$ cat config.mk
export PLATFORM = sky130hd
export DESIGN_NAME = lfu_frame_replacement_unit
export DESIGN_NICKNAME = d
export VERILOG_FILES = /design/src/lfu_pkg.sv /design/src/lfu_ram.sv /design/src/lfu_frame_replacement_unit.sv
export SDC_FILE = /design/constraint.sdc
export NUM_CORES = 2
export LEC_CHECK = 0
export ABC_AREA = 1
export CORE_MARGIN = 5
export CORE_UTILIZATION = 35
export DETAILED_ROUTE_END_ITERATION = 10
export DONT_BUFFER_PORTS = 1
export SETUP_SLACK_MARGIN = 0.5
export SLEW_MARGIN = 10
export SYNTH_ARGS = -nofsm -noshare
export SYNTH_HDL_FRONTEND = slang
export SYNTH_SLANG_ARGS = --single-unit
export TNS_END_PERCENT = 1
$ cat constraint.sdc
create_clock -name clock -period 10.15 [get_ports clock]
set_clock_uncertainty 0.15 [all_clocks]
set_input_delay 0.5075 -clock clock [delete_from_list [all_inputs] [get_ports clock]]
set_output_delay 0.5075 -clock clock [all_outputs]
set_load 0.03 [all_outputs]
$ cat src/lfu_pkg.sv
// ----------------------------------------------------------------------------
// LFU frame replacement package
// Shared widths, defaults and limits for the frame replacement unit.
// ----------------------------------------------------------------------------
`timescale 1ns / 1ps
`default_nettype none

package lfu_pkg;

   // default geometry
   localparam int FRAMES_DEF     = 20;
   localparam int CANDIDATES_DEF = 128;

   // field widths
   localparam int ID_W    = 7;
   localparam int SLOT_W  = 5;
   localparam int COUNT_W = 16;
   localparam int STAMP_W = 32;
   localparam int FIU_W   = 5;

   // frames_in_use after reset
   localparam logic [FIU_W-1:0] FIU_RESET = 5'd20;

   // stream payload widths (fields packed from bit 0, padded to bytes)
   localparam int REQ_DATA_W = 8;
   localparam int RSP_DATA_W = 32;

endpackage

`default_nettype wire

$ cat src/lfu_ram.sv
// ----------------------------------------------------------------------------
// LFU generic RAM
// Single write port, single read port, registered read data.
// ----------------------------------------------------------------------------
`timescale 1ns / 1ps
`default_nettype none

module lfu_ram #(
   parameter int WIDTH = 8,
   parameter int DEPTH = 128
) (
   input  wire logic                     clock,
   input  wire logic                     wr_en,
   input  wire logic [$clog2(DEPTH)-1:0] wr_addr,
   input  wire logic [WIDTH-1:0]         wr_data,
   input  wire logic [$clog2(DEPTH)-1:0] rd_addr,
   output      logic [WIDTH-1:0]         rd_data
);

   logic [WIDTH-1:0] mem [DEPTH];

   // write port
   always_ff @(posedge clock) begin
      if (wr_en) begin
         mem[wr_addr] <= wr_data;
      end
   end

   // registered read port
   always_ff @(posedge clock) begin
      rd_data <= mem[rd_addr];
   end

endmodule

`default_nettype wire

$ cat src/lfu_frame_replacement_unit.sv
// ----------------------------------------------------------------------------
// LFU frame replacement unit
// Maps candidate IDs onto a small set of frames with least-frequently-used
// replacement, ties going to the oldest insertion.
// ----------------------------------------------------------------------------
// Usage:
//   req_* : one transfer per reference, candidate ID in req_tdata.
//   rsp_* : one transfer per reference: hit in rsp_tuser, slot, evicted ID
//           and reference count in rsp_tdata.
//   csr_* : frames_in_use; the user writes it only while idle, not enforced.
// Sequencing:
//   After reset a clearing pass zeroes all CANDIDATES candidate map entries
//   (128 by default), with req_tready low.
//   A hit passes from the transfer through lookup, count update and result
//   back to req_tready; a reserved ID (zero) goes straight to result. A miss
//   runs lookup, a victim scan of k frames (at most the active frame count),
//   evict, map and result; the scan reads one frame per cycle through one
//   shared compare. The result sits in an output register; a new request is
//   taken while it waits. If the receiver stalls, the next result holds the
//   unit until the output register frees up.
// ----------------------------------------------------------------------------
`timescale 1ns / 1ps
`default_nettype none

module lfu_frame_replacement_unit #(
   parameter int FRAMES     = lfu_pkg::FRAMES_DEF,
   parameter int CANDIDATES = lfu_pkg::CANDIDATES_DEF
) (
   input  wire logic                           clock,
   input  wire logic                           reset,
   // request: [6:0] candidate_id
   input  wire logic                           req_tvalid,
   output      logic                           req_tready,
   input  wire logic [lfu_pkg::REQ_DATA_W-1:0] req_tdata,
   // response: [4:0] slot, [11:5] evicted_id, [27:12] ref_count
   output      logic                           rsp_tvalid,
   input  wire logic                           rsp_tready,
   output      logic [lfu_pkg::RSP_DATA_W-1:0] rsp_tdata,
   // response: [0] hit
   output      logic                           rsp_tuser,
   // configuration: frames_in_use
   input  wire logic                           csr_wr_en,
   input  wire logic [lfu_pkg::FIU_W-1:0]      csr_wr_data
);

   localparam int FIDX_W = (FRAMES > 1) ? $clog2(FRAMES) : 1;
   localparam int MAP_W  = $clog2(FRAMES + 1);
   localparam int CIDX_W = $clog2(CANDIDATES);
   localparam int KEY_W  = lfu_pkg::COUNT_W + lfu_pkg::STAMP_W;

   typedef enum logic [2:0] {
      ST_CLEAR, ST_IDLE, ST_LOOKUP, ST_HIT, ST_SCAN, ST_EVICT, ST_MAP, ST_RESULT
   } state_type;

   // control state
   state_type                     state_ff, state_in;
   logic [CIDX_W-1:0]             clr_ff, clr_in;
   logic [lfu_pkg::FIU_W-1:0]     fiu_ff;
   logic [lfu_pkg::STAMP_W-1:0]   seq_ff, seq_in;
   logic                          rsp_valid_ff, rsp_valid_in;

   // working registers
   logic [lfu_pkg::ID_W-1:0]      id_ff, id_in;
   logic                          id_ok_ff, id_ok_in;
   logic [FIDX_W-1:0]             fidx_ff, fidx_in;
   logic [FIDX_W-1:0]             best_ff, best_in;
   logic [KEY_W-1:0]              best_key_ff, best_key_in;
   logic                          hit_ff, hit_in;
   logic [lfu_pkg::ID_W-1:0]      ev_ff, ev_in;
   logic [lfu_pkg::COUNT_W-1:0]   cnt_ff, cnt_in;

   // output register
   logic                          rsp_hit_ff, rsp_hit_in;
   logic [lfu_pkg::RSP_DATA_W-1:0] rsp_data_ff, rsp_data_in;

   // frame state
   logic [lfu_pkg::ID_W-1:0]      owner_ff [FRAMES];
   logic [lfu_pkg::COUNT_W-1:0]   count_ff [FRAMES];
   logic [lfu_pkg::STAMP_W-1:0]   stamp_ff [FRAMES];
   logic                          cnt_we, fill_we;
   logic [lfu_pkg::COUNT_W-1:0]   cnt_wdata;

   // candidate map memory
   logic                          map_we;
   logic [CIDX_W-1:0]             map_waddr;
   logic [MAP_W-1:0]              map_wdata;
   logic [CIDX_W-1:0]             map_raddr;
   logic [MAP_W-1:0]              map_rdata;

   // helpers
   logic [lfu_pkg::ID_W-1:0]      req_id;
   logic                          req_fire;
   logic [MAP_W-1:0]              active_cnt;
   logic [FIDX_W-1:0]             last_idx;
   logic [lfu_pkg::ID_W-1:0]      cur_owner;
   logic [KEY_W-1:0]              cur_key;
   logic                          take_best;

   assign req_id   = req_tdata[lfu_pkg::ID_W-1:0];
   assign req_fire = req_tvalid && req_tready;
   assign req_tready = (state_ff == ST_IDLE);

   assign rsp_tvalid = rsp_valid_ff;
   assign rsp_tdata  = rsp_data_ff;
   assign rsp_tuser  = rsp_hit_ff;

   // active frame count clamped to 1..FRAMES
   always_comb begin
      if (fiu_ff == '0) begin
         active_cnt = MAP_W'(1);
      end else if (32'(fiu_ff) > 32'(FRAMES)) begin
         active_cnt = MAP_W'(FRAMES);
      end else begin
         active_cnt = MAP_W'(fiu_ff);
      end
   end
   assign last_idx = FIDX_W'(active_cnt - MAP_W'(1));

   // shared frame read port and key compare
   assign cur_owner = owner_ff[fidx_ff];
   assign cur_key   = {count_ff[fidx_ff], stamp_ff[fidx_ff]};
   assign take_best = (fidx_ff == '0) || (cur_key < best_key_ff);

   assign map_raddr = CIDX_W'(req_id);

   lfu_ram #(
      .WIDTH (MAP_W),
      .DEPTH (CANDIDATES)
   ) u_map (
      .clock   (clock),
      .wr_en   (map_we),
      .wr_addr (map_waddr),
      .wr_data (map_wdata),
      .rd_addr (map_raddr),
      .rd_data (map_rdata)
   );

   // sequencer next-state logic
   always_comb begin
      state_in     = state_ff;
      clr_in       = clr_ff;
      seq_in       = seq_ff;
      rsp_valid_in = rsp_valid_ff;
      id_in        = id_ff;
      id_ok_in     = id_ok_ff;
      fidx_in      = fidx_ff;
      best_in      = best_ff;
      best_key_in  = best_key_ff;
      hit_in       = hit_ff;
      ev_in        = ev_ff;
      cnt_in       = cnt_ff;
      rsp_hit_in   = rsp_hit_ff;
      rsp_data_in  = rsp_data_ff;
      map_we       = 1'b0;
      map_waddr    = clr_ff;
      map_wdata    = '0;
      cnt_we       = 1'b0;
      cnt_wdata    = '0;
      fill_we      = 1'b0;

      // output register drains on a transfer
      if (rsp_valid_ff && rsp_tready) begin
         rsp_valid_in = 1'b0;
      end

      case (state_ff)
         ST_CLEAR: begin
            map_we    = 1'b1;
            map_waddr = clr_ff;
            clr_in    = clr_ff + CIDX_W'(1);
            if (32'(clr_ff) == 32'(CANDIDATES - 1)) begin
               state_in = ST_IDLE;
            end
         end
         ST_IDLE: begin
            if (req_fire) begin
               id_in    = req_id;
               id_ok_in = (req_id != '0) && (32'(req_id) < 32'(CANDIDATES));
               hit_in   = 1'b0;
               ev_in    = '0;
               cnt_in   = '0;
               fidx_in  = '0;
               if ((req_id != '0) && (32'(req_id) < 32'(CANDIDATES))) begin
                  state_in = ST_LOOKUP;
               end else begin
                  state_in = ST_RESULT;
               end
            end
         end
         ST_LOOKUP: begin
            if (map_rdata != '0) begin
               hit_in   = 1'b1;
               fidx_in  = FIDX_W'(map_rdata - MAP_W'(1));
               state_in = ST_HIT;
            end else begin
               fidx_in  = '0;
               state_in = ST_SCAN;
            end
         end
         ST_HIT: begin
            cnt_wdata = (count_ff[fidx_ff] != '1) ?
                        count_ff[fidx_ff] + lfu_pkg::COUNT_W'(1) : count_ff[fidx_ff];
            cnt_we    = 1'b1;
            cnt_in    = cnt_wdata;
            state_in  = ST_RESULT;
         end
         ST_SCAN: begin
            // one frame per cycle: first empty wins, else smallest key
            if (cur_owner == '0) begin
               state_in = ST_EVICT;
            end else begin
               if (take_best) begin
                  best_in     = fidx_ff;
                  best_key_in = cur_key;
               end
               if (fidx_ff == last_idx) begin
                  fidx_in  = take_best ? fidx_ff : best_ff;
                  state_in = ST_EVICT;
               end else begin
                  fidx_in = fidx_ff + FIDX_W'(1);
               end
            end
         end
         ST_EVICT: begin
            ev_in   = cur_owner;
            fill_we = 1'b1;
            if ((cur_owner != '0) && (32'(cur_owner) < 32'(CANDIDATES))) begin
               map_we    = 1'b1;
               map_waddr = CIDX_W'(cur_owner);
               map_wdata = '0;
            end
            state_in = ST_MAP;
         end
         ST_MAP: begin
            map_we    = 1'b1;
            map_waddr = CIDX_W'(id_ff);
            map_wdata = MAP_W'(fidx_ff) + MAP_W'(1);
            cnt_in    = lfu_pkg::COUNT_W'(1);
            state_in  = ST_RESULT;
         end
         ST_RESULT: begin
            if (!rsp_valid_ff || rsp_tready) begin
               rsp_valid_in = 1'b1;
               rsp_hit_in   = hit_ff;
               rsp_data_in  = {4'b0, cnt_ff, ev_ff,
                               id_ok_ff ? lfu_pkg::SLOT_W'(fidx_ff) : lfu_pkg::SLOT_W'(0)};
               if (id_ok_ff && (seq_ff != '1)) begin
                  seq_in = seq_ff + lfu_pkg::STAMP_W'(1);
               end
               state_in = ST_IDLE;
            end
         end
         default: begin
            state_in = ST_IDLE;
         end
      endcase
   end

   // control registers
   always_ff @(posedge clock) begin
      if (reset) begin
         state_ff     <= ST_CLEAR;
         clr_ff       <= '0;
         seq_ff       <= '0;
         rsp_valid_ff <= 1'b0;
         fiu_ff       <= lfu_pkg::FIU_RESET;
      end else begin
         state_ff     <= state_in;
         clr_ff       <= clr_in;
         seq_ff       <= seq_in;
         rsp_valid_ff <= rsp_valid_in;
         if (csr_wr_en) begin
            fiu_ff <= csr_wr_data;
         end
      end
   end

   // working and output payload registers
   always_ff @(posedge clock) begin
      id_ff       <= id_in;
      id_ok_ff    <= id_ok_in;
      fidx_ff     <= fidx_in;
      best_ff     <= best_in;
      best_key_ff <= best_key_in;
      hit_ff      <= hit_in;
      ev_ff       <= ev_in;
      cnt_ff      <= cnt_in;
      rsp_hit_ff  <= rsp_hit_in;
      rsp_data_ff <= rsp_data_in;
   end

   // frame owner and count, cleared at reset
   always_ff @(posedge clock) begin
      if (reset) begin
         for (int i = 0; i < FRAMES; i++) begin
            owner_ff[i] <= '0;
            count_ff[i] <= '0;
         end
      end else if (fill_we) begin
         owner_ff[fidx_ff] <= id_ff;
         count_ff[fidx_ff] <= lfu_pkg::COUNT_W'(1);
      end else if (cnt_we) begin
         count_ff[fidx_ff] <= cnt_wdata;
      end
   end

   // insertion stamps, written on fill only
   always_ff @(posedge clock) begin
      if (fill_we) begin
         stamp_ff[fidx_ff] <= seq_ff;
      end
   end

   // checks
   a_scan_in_range: assert property (@(posedge clock) disable iff (reset)
      (state_ff == ST_SCAN) |-> (MAP_W'(fidx_ff) < active_cnt))
      else $error("victim scan ran past the active frames");

   a_valid_ref_looks_up: assert property (@(posedge clock) disable iff (reset)
      (req_fire && (req_id != '0) && (32'(req_id) < 32'(CANDIDATES)))
      |=> (state_ff == ST_LOOKUP))
      else $error("valid reference skipped the map lookup");

   a_hit_count_nonzero: assert property (@(posedge clock) disable iff (reset)
      (rsp_valid_ff && rsp_hit_ff) |-> (rsp_data_ff[27:12] != '0))
      else $error("hit reported with zero reference count");

   a_seq_monotonic: assert property (@(posedge clock) disable iff (reset)
      1'b1 |=> (seq_ff >= $past(seq_ff)))
      else $error("sequence stamp went backwards");

endmodule

`default_nettype wire
; Word-level counts from Yosys, hierarchy flattened
; Memories as Yosys holds them, arrays and structs flattened. A register that Yosys moved wholly into a read port is not among the register bits.
; Cells that the tools add are included.
[op_classes]
add_sub_neg = 6
magnitude_cmp = 2
eq_ne = 17
muxes = 57
bitwise = 2
reduce_logical = 31
[op_table]
columns = operator, n
row1 = two-way mux 16 bit, 5
row2 = two-way mux 5 bit, 13
row3 = less-than comparator 48 bit, 1
row4 = one-hot mux 16 bit (3 select lines), 1
row5 = "adder 32 x 1 -> 32 bit, second input constant", 1
row6 = "inequality test 32 bit, second input constant", 1
row7 = one-hot mux 7 bit (2 select lines), 2
row8 = two-way mux 1 bit, 22
row9 = two-way mux 3 bit, 7
row10 = two-way mux 7 bit, 3
row11 = one-hot mux 3 bit (7 select lines), 1
row12 = "adder 16 x 1 -> 16 bit, second input constant", 1
row13 = "inequality test 16 bit, second input constant", 1
row14 = OR reduction 16 bit, 1
row15 = one-hot mux 5 bit (3 select lines), 1
row16 = nonzero test 7 bit, 2
row17 = "equality test 3 bit, second input constant", 4
row18 = AND reduction 3 bit, 4
row19 = zero test 5 bit, 2
row20 = AND reduction 2 bit, 5
row21 = "subtractor 5 x 1 -> 5 bit, second input constant", 2
row22 = "inequality test 2 bit, second input constant", 4
row23 = "adder 7 x 1 -> 7 bit, second input constant", 1
row24 = "equality test 7 bit, second input constant", 1
row25 = other kinds (21), 29
[totals]
ff_bits = 167
ramBits = 1740
inputBits = 18
word_cells = 135
memories = 4
[memory_table]
columns = memory, words, width, rd, rd_clocked_by_memory_dff, wr, line_no
row1 = stamp_ff, 20, 32, 1, 1, 1, lfu_frame_replacement_unit.sv:79  ; logic [lfu_pkg::STAMP_W-1:0] stamp_ff [FRAMES];
row2 = u_map.mem, 128, 5, 1, 1, 1, lfu_ram.sv:20  ; logic [WIDTH-1:0] mem [DEPTH];
row3 = count_ff, 20, 16, 1, 1, 20, lfu_frame_replacement_unit.sv:78  ; logic [lfu_pkg::COUNT_W-1:0] count_ff [FRAMES];
row4 = owner_ff, 20, 7, 1, 1, 20, lfu_frame_replacement_unit.sv:77  ; logic [lfu_pkg::ID_W-1:0] owner_ff [FRAMES];

; Depth between registers and ports, before layout
[depth]
depth_word = 9
depth_mapped = 31
depth_no_buf = 26

; Modules after synthesis
; A second synthesis with hierarchy kept.
[hier_totals]
hier_cells = 7813
hier_area_um2 = 91744.2
[modules_own_cells]
columns = mod, n_inst, cells_each, area_per_inst_um2, seq_area_each_um2
row1 = lfu_frame_replacement_unit, 1, 5505, 65047.4, 45954.1
row2 = lfu_ram, 1, 2308, 26696.9, 19318.5

; Worst setup path after synthesis
; No wires, ideal clock.
[synth_path]
kind = register to register
from = register (tool-made name)
to = register best_key_ff[0] (enable)
setup_time_ps = 527
arrival_time_ps = 7180
required_ps = 9473
path_slack_ps = 2293
stages_incl_launch_ff = 23
path_buffers = 8
path_cell_list = dfxtp_1 buf_6 buf_2 buf_4 buf_2 clkbuf_1 clkbuf_1 clkbuf_1 buf_1 nor2_1 o22ai_1 nor2_1 a31oi_1 ha_1 a21oi_1 nor2_1 a211oi_1 o221ai_1 nand2_1 o2111ai_1 a21oi_1 nand2_1 a21boi_0
[synth_lines]
columns = item, line_no
row1 = "end signal, assigned", lfu_frame_replacement_unit.sv:284  ; best_key_ff <= best_key_in;
row2 = "end, declared", lfu_frame_replacement_unit.sv:67  ; logic [KEY_W-1:0] best_key_ff, best_key_in;

==> flow_metrics.tcl <==
set metrics [dict create \
    cts-hold-fix-buffers 20 \
    timing.final.setup_violations 0 \
    pin_count_of_the_biggest_net_entering_global_routing 324 \
    synth.distinct_cells 63 \
    pwr_density_nw_per_um2 240 \
    clock_insertion_delay_worst_skew_ns 0.84 \
    ys_async_sr_fraction_pct 0 \
    timing.critical_path.from_type "flip-flop" \
    maxCapViolations 0 \
    crit_type "flip-flop to flip-flop" \
    floorplan.initialDensity_pct 35.1 \
    place.detailed.hpwl_um 139000 \
    synth_enable_flop_cells 2135 \
    detailedRoute.firstIterationViolations 7276 \
    dp.cells 10500 \
    final_cells 10900 \
    report.final.hold_viol_count 0 \
    ctsResizeCount 0 \
    top_level_ports 53 \
    max-vdd-ir-drop_uv 179 \
    post-cts-setup-buffer-count 0 \
    netlist_instances 7554 \
    power_frac_clock_pct 32.2 \
    power_switching_share_pct 33.5 \
    cts.sink_count 2193 \
    gp_congestion 0.848 \
    detail_route.first_pass.iterations 6 \
    layout_commonest_cell "sky130_fd_sc_hd__edfxtp_1" \
    max_freq_mhz 140 \
    timing.final.crit_share_pct 70.3 \
    hold_path_end "u_map.rd_data[1]" \
    crit-reg2reg-capture "u_map.mem[68][1]" \
    reported_leakage_power_nw 31.7 \
    final_net_count 7427 \
    ant_nets 0 \
    fp.coreArea_sq_um 259000 \
    dieHeight_um 520 \
    cts_root_buf "sky130_fd_sc_hd__clkbuf_16" \
    status "complete, no violations" \
    remaining_drc_errors 0 \
    power.share.combinational_pct 24.8 \
    detailroute.via_count 60800 \
    routedWlPerCell_um 23.3 \
    layout_common_cells "2135 x sky130_fd_sc_hd__edfxtp_1, 1846 x sky130_fd_sc_hd__nor2_1, 1070 x sky130_fd_sc_hd__o21ai_0" \
    synth_seq_area_share_pct 71.8 \
    timing.final.crit_period_ns 7.14 \
    net-switching-power_w 0.00810 \
    clk_pin_slew_worst_paths_ns 0.06 \
    cts_inserted_buffers 211 \
    synth_area_leaders "sky130_fd_sc_hd__edfxtp_1 70%, sky130_fd_sc_hd__nor2_1 7.7%, sky130_fd_sc_hd__o21ai_0 5.9%" \
    p_int_w 0.0161 \
    ys.flop_type "sky130_fd_sc_hd__edfxtp_1" \
    yosysWarningCount 0 \
    clock_tree.buffer_depth 3 \
    synthDominantCellAreaShare_pct 70.5 \
    setup.worst_path.end_class "flip-flop" \
    required_ns 10.46 \
    tritoncts "done" \
    numPortBuffers 0 \
    via_count_of_the_first_global_routing_pass 59200 \
    avgSynthCellArea_sq_um 12.0 \
    rsz0062_at_grt "no" \
    antenna_found_initial 9 \
    gr_ovfl_total 0 \
    hold-path-cell-count 4 \
    layout_cells_sized_above_1_pct 7.43 \
    cts.htree.levels 4 \
    hold_path.startpoint "req_tdata[4]" \
    global_route.usage.total_pct 18.2 \
    chipWidth_um 520 \
    syn2layout_area_growth_pct 10.9 \
    r2r_setup_slack_ns 3.01 \
    max_slew_margin_pct 17.0 \
    worst-r2r-cell-count 13 \
    timing.hold.worst.class "input port to flip-flop" \
    ys_seq_elements 2193 \
    crit_path_max_fanout 119 \
    netlist.top_cell.by_area "sky130_fd_sc_hd__edfxtp_1" \
    cp.arrival_ns 7.45 \
    die_area_sq_um 270000 \
    worst-slew-pin-transition_ns 1.23 \
    seq_power_share_pct 43.0 \
    fp-row-count 187 \
    routed_wl_um 255000 \
    setup_total_negative_slack_ns 0 \
    wire_length_of_the_first_global_routing_pass_um 377000 \
    post_synth_instance_area_sq_um 91000 \
    post_drt_via_cell_ratio 5.57 \
    final-max-slew-violation-count 0 \
]
==> cell usage after synthesis, drive strengths merged (56+ instances only) <==
library cell  count
o22ai           314
o221ai          189
edfxtp         2135
inv             229
buf             182
nor2           1913
ha               56
clkbuf          348
dfxtp            58
a21oi           122
nand3           175
o21ai          1140
nand2           446
==> logic make-up (layout without fill, tap and decap cells) <==
family	after synthesis	in the layout	synth area share, %
muxes	8	8	0.0990
AOI/OAI and AO/OA	1881	1881	12.0
buffers and inverters	765	733	3.65
xor gates and xnor gates	23	23	0.221
other	1	8	0.00412
and+or+nand+nor	2627	2627	11.5
DFF	2193	2193	71.8
adders and majority gates	56	56	0.770
==> layer usage <==
| metal | up-vias | part of all wire (%) | routed length [um] | GRT usage, % |
|---|---|---|---|---|
| li1 | 27100 | - | - | - |
| met1 | 30500 | 40 | 103000 | 24.1 |
| met2 | 2738 | 48 | 121000 | 29.9 |
| met3 | 546 | 7.7 | 19500 | 2.78 |
| met4 | 0 | 4.4 | 11300 | 7.55 |
| met5 | - | 0 | 0 | 0 |
==> state kept, by name, indices dropped and copies added, names as in the netlist, 3 cells and up, named ones only <==
signal and count:
best_key_ff 48, ev_ff 7, clr_ff 7, fiu_ff 5, count_ff 512, u_map.rd_data 5
rsp_tdata 28, state_ff 3, best_ff 5, owner_ff 224, cnt_ff 16, stamp_ff 640
fidx_ff 5, u_map.mem 640, id_ff 7, seq_ff 32
==> worst max-delay path, cell delays in order (launching register included) <==
cell                       delay [ns]
sky130_fd_sc_hd__dfxtp_4         0.49
sky130_fd_sc_hd__inv_8           0.59
sky130_fd_sc_hd__buf_4           0.89
sky130_fd_sc_hd__buf_4           0.75
sky130_fd_sc_hd__a21oi_1         0.22
sky130_fd_sc_hd__a21oi_1         0.16
sky130_fd_sc_hd__o21ai_0         0.10
sky130_fd_sc_hd__nand3_1         0.11
sky130_fd_sc_hd__nand2_1         0.13
sky130_fd_sc_hd__nand4_1         0.16
sky130_fd_sc_hd__nor2_4          0.09
sky130_fd_sc_hd__o211ai_1        0.96
sky130_fd_sc_hd__nand3_2         0.97
sky130_fd_sc_hd__nor2_1          0.77
==> area by class of cell <==
cell class,count,area (sq um)
multi-input cells,4599,22600
diodes,4,10.0
well taps,3402,4260
fillers,24400,158000
repair buffers,113,971
inverters,235,935
flip-flops and latches,2193,65300
clock inverters,128,1290
clock buffers,257,5530
==> metrics by stage <==
stage	setup WS [ns]	hold WS, ns	util, %	instance area [sq um]	total power [W]
4_1_cts	3.16	0.000704	38.9	101000	0.0242
6_report	3.01	0.0646	38.9	101000	0.0242
5_1_grt	2.79	0.0123	38.9	101000	0.0252
3_3_place_gp	3.25	0.259	36.2	93800	0.0164
3_5_place_dp	3.17	0.255	36.2	93800	0.0165
2_1_floorplan	2.29	0.250	-	91000	0.0145
==> power groups by stage <==
| stage | registers [W] | logic (W) | clock network, W |
|---|---|---|---|
| 6_report | 0.0104 | 0.00599 | 0.00779 |
| 5_1_grt | 0.0104 | 0.00651 | 0.00829 |
| 4_1_cts | 0.0104 | 0.00592 | 0.00789 |
| 3_5_place_dp | 0.0106 | 0.00589 | 0 |
| 3_3_place_gp | 0.0106 | 0.00580 | 0 |
| 2_1_floorplan | 0.0104 | 0.00410 | 0 |
==> how the worst max path moves through the flow <==
stage	depth (start not counted)	slack, ns	endpoint	start
6_report	13	3.01	u_map.mem[68][1]	flip-flop
3_3_place_gp	13	3.25	u_map.mem[60][2]	flip-flop
3_5_place_dp	13	3.17	u_map.mem[68][4]	flip-flop
4_1_cts	13	3.16	u_map.mem[68][1]	flip-flop
5_1_grt	13	2.79	u_map.mem[68][1]	flip-flop
2_1_floorplan	22	2.29	best_key_ff[0]	flip-flop
(Power assumes the default switching activity.)
